===== config.mk =====
export PLATFORM = sky130hd
export DESIGN_NAME = bit_range_event_handler_top
export DESIGN_NICKNAME = d
export VERILOG_FILES = /design/src/rtl/bre_pkg.sv /design/src/rtl/bre_ram.sv /design/src/rtl/bit_range_event_handler_top.sv
export SDC_FILE = /design/constraint.sdc
export NUM_CORES = 2
export LEC_CHECK = 0
export BUFFER_PORTS_ARGS = -buffer_cell sky130_fd_sc_hd__clkbuf_2
export CAP_MARGIN = 20
export CORE_UTILIZATION = 53
export DETAILED_ROUTE_END_ITERATION = 12
export PLACE_DENSITY = 0.78
export SYNTH_ARGS = -nofsm -noshare
export SYNTH_HDL_FRONTEND = slang
export SYNTH_SLANG_ARGS = --single-unit
export TNS_END_PERCENT = 100

===== constraint.sdc =====
create_clock -name clk -period 33.6 [get_ports clk]
set_input_delay 8.4 -clock clk [delete_from_list [all_inputs] [get_ports clk]]
set_output_delay 8.4 -clock clk [all_outputs]
set_load 0.05 [all_outputs]

===== src/rtl/bre_pkg.sv =====
// Shared constants and types of the bit range event handler.
package bre_pkg;

	localparam int MAX_BITS    = 1024;
	localparam int ADDR_W      = $clog2(MAX_BITS);
	localparam int CNT_W       = ADDR_W + 1;
	localparam int ID_W        = 64;
	localparam int NODE_W      = 48;
	localparam int BIT_CNT_W   = 11;
	localparam int BIT_INDEX_W = 10;
	localparam int FUNC_W      = 3;
	localparam int KIND_W      = 3;
	localparam int CFG_IDX_W   = 2;
	localparam int CFG_W       = 64;

	typedef enum logic [FUNC_W-1:0] {
		FN_SET       = 3'd0,
		FN_READ      = 3'd1,
		FN_REPORT    = 3'd2,
		FN_ID_PROD   = 3'd3,
		FN_ID_CONS   = 3'd4,
		FN_ID_GLOBAL = 3'd5
	} func_t;

	localparam logic [KIND_W-1:0] KIND_REPORT     = 3'd0;
	localparam logic [KIND_W-1:0] KIND_PROD_VALID = 3'd1;
	localparam logic [KIND_W-1:0] KIND_PROD_INVAL = 3'd2;
	localparam logic [KIND_W-1:0] KIND_CONS_VALID = 3'd3;
	localparam logic [KIND_W-1:0] KIND_CONS_INVAL = 3'd4;
	localparam logic [KIND_W-1:0] KIND_PROD_RANGE = 3'd5;
	localparam logic [KIND_W-1:0] KIND_CONS_RANGE = 3'd6;

	localparam logic [CFG_IDX_W-1:0] REG_BASE_ID     = 2'd0;
	localparam logic [CFG_IDX_W-1:0] REG_BIT_COUNT   = 2'd1;
	localparam logic [CFG_IDX_W-1:0] REG_OWN_NODE_ID = 2'd2;

endpackage


===== src/rtl/bre_ram.sv =====
// Generic single-port-write, single-port-read RAM with registered read data.
module bre_ram #(
	parameter int WIDTH = 1,
	parameter int DEPTH = 1024
) (
	input  logic                     clk,
	input  logic                     we,
	input  logic [$clog2(DEPTH)-1:0] waddr,
	input  logic [WIDTH-1:0]         wdata,
	input  logic                     re,
	input  logic [$clog2(DEPTH)-1:0] raddr,
	output logic [WIDTH-1:0]         rdata
);

	logic [WIDTH-1:0] mem_q [DEPTH];

	always_ff @(posedge clk) begin
		if (we) begin
			mem_q[waddr] <= wdata;
		end
		if (re) begin
			rdata <= mem_q[raddr];
		end
	end

endmodule


===== src/rtl/bit_range_event_handler_top.sv =====
// Bit range event handler: a bit store mapped onto pairs of event ids.
//
// Input channel (in_valid / in_stall) takes one beat per item: func, event_id,
// bit_index, set_value and dst_node_id. Output channel (out_valid / out_stall)
// gives result beats; last marks the final beat of an item. Items that cause
// no result give no beat. The configuration port (cfg_we, cfg_index, cfg_data)
// writes the base id, the bit count or the own node id, as cfg_index selects.
//
// The bit store sits in a 1024 x 1 RAM. Each item reads its bit in the cycle
// it is accepted and modifies, writes back and loads the output register in
// the work stage (ST_EXEC) once the output register is free; in_stall stays
// high until then, so the next item is accepted only after the last one has
// left the work stage. A global identify addressed to this node (dst_node_id
// zero or the own node id) with a nonzero bit count runs the range encoder
// one bit position per cycle, the last step latching the range, and then
// gives two beats. Result beats are registered in the output register.
// After reset the block clears the store, one entry a cycle; in_stall stays
// high meanwhile. A stalled result waits in the output register, and the block
// holds the next item in its work stage until the register frees up.
module bit_range_event_handler_top (
	input  logic                            clk,
	input  logic                            arst_n,
	input  logic                            cfg_we,
	input  logic [bre_pkg::CFG_IDX_W-1:0]   cfg_index,
	input  logic [bre_pkg::CFG_W-1:0]       cfg_data,
	input  logic                            in_valid,
	output logic                            in_stall,
	input  logic [bre_pkg::FUNC_W-1:0]      func,
	input  logic [bre_pkg::ID_W-1:0]        event_id,
	input  logic [bre_pkg::BIT_INDEX_W-1:0] bit_index,
	input  logic                            set_value,
	input  logic [bre_pkg::NODE_W-1:0]      dst_node_id,
	output logic                            out_valid,
	input  logic                            out_stall,
	output logic                            msg_valid,
	output logic [bre_pkg::KIND_W-1:0]      msg_kind,
	output logic [bre_pkg::ID_W-1:0]        msg_event_id,
	output logic                            read_value,
	output logic                            last
);

	typedef enum logic [5:0] {
		ST_CLEAR = 6'b000001,
		ST_IDLE  = 6'b000010,
		ST_EXEC  = 6'b000100,
		ST_ENC   = 6'b001000,
		ST_RNG_P = 6'b010000,
		ST_RNG_C = 6'b100000
	} state_t;

	state_t state_q, state_d;

	logic [bre_pkg::ADDR_W-1:0]    clr_q;
	logic [bre_pkg::ID_W-1:0]      base_id_q;
	logic [bre_pkg::BIT_CNT_W-1:0] bit_count_q;
	logic [bre_pkg::NODE_W-1:0]    own_node_id_q;

	// Work stage, loaded when an item is accepted.
	bre_pkg::func_t             func_s1;
	logic [bre_pkg::ADDR_W-1:0] addr_s1;
	logic                       tgt_s1;
	logic                       hit_s1;
	logic [bre_pkg::ID_W-1:0]   ev_s1;
	logic [bre_pkg::ID_W-1:0]   end_s1;

	// Range encoder.
	logic [bre_pkg::ID_W-1:0] begin_q;
	logic [bre_pkg::ID_W-1:0] shift_q;
	logic                     enc_step;
	logic [bre_pkg::ID_W-1:0] enc_range;

	// Output register.
	logic                       out_valid_q;
	logic                       out_msg_q;
	logic [bre_pkg::KIND_W-1:0] out_kind_q;
	logic [bre_pkg::ID_W-1:0]   out_id_q;
	logic                       out_rd_q;
	logic                       out_last_q;

	logic                        in_acc;
	logic                        slot_free;
	logic [bre_pkg::CNT_W-1:0]   cnt;
	logic [bre_pkg::ID_W-1:0]    ev_diff;
	logic                        ev_hit;
	logic                        idx_hit;
	logic                        glob_ok;
	logic [bre_pkg::ADDR_W-1:0]  rd_addr;
	logic                        ram_we;
	logic [bre_pkg::ADDR_W-1:0]  ram_waddr;
	logic [0:0]                  ram_wdata;
	logic [0:0]                  ram_rdata;

	logic                       ld;
	logic                       ld_msg;
	logic [bre_pkg::KIND_W-1:0] ld_kind;
	logic [bre_pkg::ID_W-1:0]   ld_id;
	logic                       ld_rd;
	logic                       ld_last;

	assign in_stall     = (state_q != ST_IDLE);
	assign in_acc       = in_valid && !in_stall;
	assign out_valid    = out_valid_q;
	assign msg_valid    = out_msg_q;
	assign msg_kind     = out_kind_q;
	assign msg_event_id = out_id_q;
	assign read_value   = out_rd_q;
	assign last         = out_last_q;
	assign slot_free    = !out_valid_q || !out_stall;

	// A count above the store's capacity acts as the capacity.
	assign cnt = (32'(bit_count_q) > 32'(bre_pkg::MAX_BITS)) ?
		bre_pkg::CNT_W'(bre_pkg::MAX_BITS) : bre_pkg::CNT_W'(bit_count_q);

	assign ev_diff = event_id - base_id_q;
	assign ev_hit  = (event_id >= base_id_q)
		&& (ev_diff[bre_pkg::ID_W-1:bre_pkg::ADDR_W+1] == '0)
		&& ({1'b0, ev_diff[bre_pkg::ADDR_W:1]} < cnt);
	assign idx_hit = ({{bre_pkg::CNT_W{1'b0}}, bit_index}
		< {{bre_pkg::BIT_INDEX_W{1'b0}}, cnt});
	assign glob_ok = ((dst_node_id == '0) || (dst_node_id == own_node_id_q))
		&& (cnt != '0);
	assign rd_addr = (func == bre_pkg::FN_SET || func == bre_pkg::FN_READ) ?
		bre_pkg::ADDR_W'(bit_index) : ev_diff[bre_pkg::ADDR_W:1];

	assign enc_step  = (shift_q != '0) && ((begin_q + shift_q) < end_s1);
	// With shift at zero the loop ran past bit 63 and every bit is filled.
	assign enc_range = ((begin_q & shift_q) != '0) ? begin_q :
		(begin_q | (shift_q - bre_pkg::ID_W'(1)));

	bre_ram #(
		.WIDTH(1),
		.DEPTH(bre_pkg::MAX_BITS)
	) u_store (
		.clk  (clk),
		.we   (ram_we),
		.waddr(ram_waddr),
		.wdata(ram_wdata),
		.re   (in_acc),
		.raddr(rd_addr),
		.rdata(ram_rdata)
	);

	always_comb begin
		state_d   = state_q;
		ram_we    = 1'b0;
		ram_waddr = addr_s1;
		ram_wdata = tgt_s1;
		ld        = 1'b0;
		ld_msg    = 1'b0;
		ld_kind   = bre_pkg::KIND_REPORT;
		ld_id     = '0;
		ld_rd     = 1'b0;
		ld_last   = 1'b1;
		unique case (state_q)
			ST_CLEAR: begin
				ram_we    = 1'b1;
				ram_waddr = clr_q;
				ram_wdata = 1'b0;
				if (clr_q == '1) begin
					state_d = ST_IDLE;
				end
			end
			ST_IDLE: begin
				if (in_acc) begin
					state_d = ST_EXEC;
				end
			end
			ST_EXEC: begin
				if (slot_free) begin
					state_d = ST_IDLE;
					case (func_s1)
						bre_pkg::FN_SET: begin
							if (hit_s1 && (ram_rdata[0] != tgt_s1)) begin
								ram_we = 1'b1;
								ld     = 1'b1;
								ld_msg = 1'b1;
								ld_id  = base_id_q
									+ bre_pkg::ID_W'({addr_s1, ~tgt_s1});
							end
						end
						bre_pkg::FN_READ: begin
							ld    = 1'b1;
							ld_rd = hit_s1 && ram_rdata[0];
						end
						bre_pkg::FN_REPORT: begin
							ram_we = hit_s1;
						end
						bre_pkg::FN_ID_PROD: begin
							ld      = hit_s1;
							ld_msg  = 1'b1;
							ld_id   = ev_s1;
							ld_kind = (ram_rdata[0] == tgt_s1) ?
								bre_pkg::KIND_PROD_VALID : bre_pkg::KIND_PROD_INVAL;
						end
						bre_pkg::FN_ID_CONS: begin
							ld      = hit_s1;
							ld_msg  = 1'b1;
							ld_id   = ev_s1;
							ld_kind = (ram_rdata[0] == tgt_s1) ?
								bre_pkg::KIND_CONS_VALID : bre_pkg::KIND_CONS_INVAL;
						end
						bre_pkg::FN_ID_GLOBAL: begin
							if (hit_s1) begin
								state_d = ST_ENC;
							end
						end
						default: begin
						end
					endcase
				end
			end
			ST_ENC: begin
				if (!enc_step) begin
					state_d = ST_RNG_P;
				end
			end
			ST_RNG_P: begin
				if (slot_free) begin
					ld      = 1'b1;
					ld_msg  = 1'b1;
					ld_kind = bre_pkg::KIND_PROD_RANGE;
					ld_id   = begin_q;
					ld_last = 1'b0;
					state_d = ST_RNG_C;
				end
			end
			ST_RNG_C: begin
				if (slot_free) begin
					ld      = 1'b1;
					ld_msg  = 1'b1;
					ld_kind = bre_pkg::KIND_CONS_RANGE;
					ld_id   = begin_q;
					state_d = ST_IDLE;
				end
			end
			default: begin
				state_d = ST_IDLE;
			end
		endcase
	end

	always_ff @(posedge clk or negedge arst_n) begin
		if (!arst_n) begin
			state_q       <= ST_CLEAR;
			clr_q         <= '0;
			base_id_q     <= '0;
			bit_count_q   <= bre_pkg::BIT_CNT_W'(1024);
			own_node_id_q <= '0;
			out_valid_q   <= 1'b0;
		end else begin
			state_q <= state_d;
			if (state_q == ST_CLEAR) begin
				clr_q <= clr_q + bre_pkg::ADDR_W'(1);
			end
			if (cfg_we) begin
				case (cfg_index)
					bre_pkg::REG_BASE_ID:     base_id_q     <= cfg_data;
					bre_pkg::REG_BIT_COUNT:   bit_count_q   <= cfg_data[bre_pkg::BIT_CNT_W-1:0];
					bre_pkg::REG_OWN_NODE_ID: own_node_id_q <= cfg_data[bre_pkg::NODE_W-1:0];
					default: begin
					end
				endcase
			end
			if (ld) begin
				out_valid_q <= 1'b1;
			end else if (!out_stall) begin
				out_valid_q <= 1'b0;
			end
		end
	end

	always_ff @(posedge clk) begin
		if (in_acc) begin
			func_s1 <= bre_pkg::func_t'(func);
			addr_s1 <= rd_addr;
			ev_s1   <= event_id;
			// New value of a local set, or the polarity an event id stands for.
			tgt_s1  <= (func == bre_pkg::FN_SET) ? set_value : ~ev_diff[0];
			hit_s1  <= (func == bre_pkg::FN_SET || func == bre_pkg::FN_READ) ? idx_hit :
				((func == bre_pkg::FN_ID_GLOBAL) ? glob_ok : ev_hit);
			end_s1  <= base_id_q + bre_pkg::ID_W'({cnt - bre_pkg::CNT_W'(1), 1'b1});
			begin_q <= base_id_q;
			shift_q <= bre_pkg::ID_W'(1);
		end else if (state_q == ST_ENC) begin
			if (enc_step) begin
				begin_q <= begin_q & ~shift_q;
				shift_q <= {shift_q[bre_pkg::ID_W-2:0], 1'b0};
			end else begin
				begin_q <= enc_range;
			end
		end
		if (ld) begin
			out_msg_q  <= ld_msg;
			out_kind_q <= ld_kind;
			out_id_q   <= ld_id;
			out_rd_q   <= ld_rd;
			out_last_q <= ld_last;
		end
	end

	a_range_pair_order: assert property (@(posedge clk) disable iff (!arst_n)
		(out_valid && msg_kind == bre_pkg::KIND_PROD_RANGE) |-> !last)
		else $error("producer range beat marked as last");

	a_no_beat_while_clearing: assert property (@(posedge clk) disable iff (!arst_n)
		(state_q == ST_CLEAR) |-> !out_valid)
		else $error("result beat during store clearing");

	a_enc_shift_onehot: assert property (@(posedge clk) disable iff (!arst_n)
		(state_q == ST_ENC) |-> $onehot0(shift_q))
		else $error("range encoder shift is not a single bit");

	a_plain_beat_zero: assert property (@(posedge clk) disable iff (!arst_n)
		(out_valid && !msg_valid) |-> (msg_kind == bre_pkg::KIND_REPORT && msg_event_id == '0))
		else $error("beat without message carries kind or id");

endmodule

==> metrics.md <==
| Metric | Value |
|---|---|
| Post-synth top area share | `49.7%` |
| Fin. max-slew vios | `0` |
| Mapped cell area | `78,600 µm²` |
| Cts hold-fix bufs | `0` |
| Max Cap Violations | `0` |
| IO Port Bufs | `268` |
| RSZ-0062 raised after global routing | `no` |
| First drt pass iteration count | `7` |
| Setup TNS | `0 ps` |
| CTS tree | `built` |
| Routed WL | `260,000 µm` |
| Final Skew | `58.7 ps` |
| Initial core utilization | `53.7%` |
| Top cells by area, synth | `edfxtp_1 50%, mux4_2 7.2%, nor2_1 6.2%, ha_1 4.8%, dfrtp_1 4.4%` |
| Sink Count | `1,506` |
| Worst reg2reg endpoint | `begin_q[18]$_DFFE_PP_` |
| CTS buffer count | `156` |
| Layout fillers | `11.3k` |
| Worst-Margin Slew | `1420 ps` |
| Leak | `29.7 nW` |
| Chip Height | `387 µm` |
| Vias/cell | `6.59` |
| Number of synthesized flops with an enable pin | `1,302` |
| Hold_sp | `shift_q[37]$_SDFFE_PP0P_` |
| Antenna viol nets, final | `0` |
| Reg2Reg Launch Point | `begin_q[0]$_DFFE_PP_` |
| Library cells used by synthesis | `95` |
| Final #Nets | `7,558` |
| Hold WC Path Type | `flip-flop to flip-flop` |
| Post-cts resize count | `0` |
| VDD IR max | `0.0000824 V` |
| PD cells | `72.6 nW/µm²` |
| FFs w/ async S/R, synth | `9.30%` |
| RD Place Congestion | `1.05` |
| Top FF cell, synth | `edfxtp_1` |
| Fin crit period | `13,820 ps` |
| Final hold viol count | `0` |
| Mapped Cells | `6,950` |
| CP required | `34,190 ps` |
| Final HPWL DP | `171,000 µm` |
| DR WL/cell | `28.6 µm` |
| Post-synthesis sequential area ratio | `55.8%` |
| Final setup vio count | `0` |
| Io pins | `269` |
| Setup CP Type | `input port to flip-flop` |
| Initial antenna violation count | `17` |
| Synthesized area per cell | `11.3 µm²` |
| Critical Path Start Type | `input port` |
| Net Count, Synth | `7,450` |
| Most frequent cells in the layout | `1,302 x edfxtp_1, 1,290 x nor2_1, 604 x nand2_1` |
| First-pass GRT wire length | `375,000 µm` |
| Yosys top cell by area | `edfxtp_1` |
| Core area | `146,000 µm²` |
| R2R Setup Slk | `24,140 ps` |
| CP arrival | `14,410 ps` |
| Hold Path Depth | `2` |
| Final Util | `59.7%` |
| Worst-path clk slew | `70 ps` |
| CTS Buffer Depth | `3` |
| R2R depth | `29` |
| YS warnings | `0` |
| Clock Latency Late Sink | `840 ps` |
| Die width | `387 µm` |
| Full die area | `150,000 µm²` |
| Run status | `finished clean` |
| Max Clk Rate | `72.4 MHz` |
| Synthesis-to-finish area growth | `11.3%` |
| Commonest non-fill, non-tap cell in the layout | `edfxtp_1` |
| Register bit total from synthesis | `1,506` |
| Grt ovf | `0` |
| Post-CTS setup buffers | `0` |
| Final period util | `41.1%` |
| Register area | `43,900 µm²` |
| Iteration-0 DRC Markers | `8,968` |
| DRC | `0` |
| Ratio of cells with drive above 1 in the final layout | `14.5%` |
| Multi-input gate area | `32,100 µm²` |
| FP Rows | `140` |
| Clock root buffer | `clkbuf_16` |
| Max FO, Critical Path | `94` |
| Vias in the first global route | `58.3k` |
| Overall routing resource usage | `33.9%` |
| Worst Setup End Kind | `flip-flop` |
| Hold path endpoint | `shift_q[37]$_SDFFE_PP0P_` |
| Vias | `60.1k` |
| CTS H-tree lvls | `4` |
| Largest net degree at the start of global routing | `332` |
| Slew HR | `5.03%` |
cells by family after synthesis:
kind of cell / count (synthesis) / share of synthesized area, %
xor+xnor: 341 / 3.80
fa+ha+maj: 303 / 4.86
mux: 337 / 8.40
flops: 1506 / 55.8
buf+inv: 747 / 3.68
simple gates: 2631 / 14.6
compound gates: 1085 / 8.86
per-stage QoR:
step	std cells	total power, mW	cell area [µm²]	setup slack (ps)	hold WS [ps]
floorplan	6950	4.01	78600	4180	462
global placement	8790	4.44	81600	18930	475
detailed placement	8798	4.49	81700	18930	482
CTS	9087	6.28	87100	19730	492
global route	9108	6.56	87500	19460	511
finish	9114	6.35	87500	19790	493
final cells by class:
| class | instances | area share (%) |
|---|---|---|
| clock buffers | 192 | 4.72 |
| inverters | 307 | 1.35 |
| well taps | 1917 | 2.74 |
| flip-flops and latches | 1506 | 50.2 |
| clock inverters | 97 | 1.39 |
| repair buffers | 390 | 2.95 |
| multi-input cells | 4697 | 36.7 |
| diodes | 8 | 0.0229 |
state kept, by name, indices dropped and copies added, names as in the netlist:
register       flops
addr_s1           10
base_id_q         64
begin_q           64
bit_count_q       11
clr_q             10
end_s1            64
ev_s1             64
func_s1            3
hit_s1             1
last               1
msg_event_id      64
msg_kind           3
msg_valid          1
out_valid          1
own_node_id_q     48
read_value         1
shift_q           64
state_q            6
tgt_s1             1
u_store.mem_q   1024
u_store.rdata      1
synth_stat cells (all sizes together) (14+ instances only):
master	count
nand2	623
or4	19
buf	138
a211oi	34
a21oi	323
o21ai	238
mux2	61
mux4	252
xnor2	311
or3	24
o211ai	20
ha	299
mux2i	24
dfrtp	138
nor2b	28
nor2	1293
a22oi	88
a31oi	40
o21a	25
a21o	60
dfxtp	64
a221oi	58
edfxtp	1302
nor4	127
nand4	94
or2	15
o22ai	17
clkbuf	302
o31ai	14
o21bai	55
inv	296
nor3	118
nand3	169
nand2b	41
and3	30
xor2	30
power by group:
| part | switching [mW] | internal, mW |
|---|---|---|
| Combinational | 1.37 | 0.685 |
| Sequential | 0.128 | 2.36 |
| Clock | 0.784 | 1.03 |
| Total | 2.28 | 4.07 |
routing by layer:
metal  GRT usage, %  share of wire, %
met5              0             0.018
met4           26.0               9.0
met3           6.91                11
met2           53.2                46
met1           41.3                34
worst max-delay path by stage:
stage                           start                         end  slack, ps  depth (start not counted)
2_1_floorplan  state_q[5]$_DFFE_PN0P_  u_store.mem_q[0]$_DFFE_PP_       4180                          5
4_1_cts                   event_id[0]     u_store.rdata$_DFFE_PP_      19730                         18
6_report                  event_id[0]     u_store.rdata$_DFFE_PP_      19790                         18
3_5_place_dp              event_id[0]     u_store.rdata$_DFFE_PP_      18930                         18
5_1_grt                   event_id[0]     u_store.rdata$_DFFE_PP_      19460                         18
3_3_place_gp              event_id[0]     u_store.rdata$_DFFE_PP_      18930                         19
worst max-delay path: stages:
cell and delay (ps):
clkbuf_2 180, inv_1 100, ha_1 170, inv_1 60
fa_1 540, mux2i_2 90, buf_4 250, inv_8 630
buf_12 650, buf_4 750, mux4_2 610, a22o_1 250
a221oi_1 360, o22ai_1 140, a211o_1 370, a21oi_1 190
a21oi_1 60, o311a_1 350
Note: power is estimated with default switching activity, not from simulation.
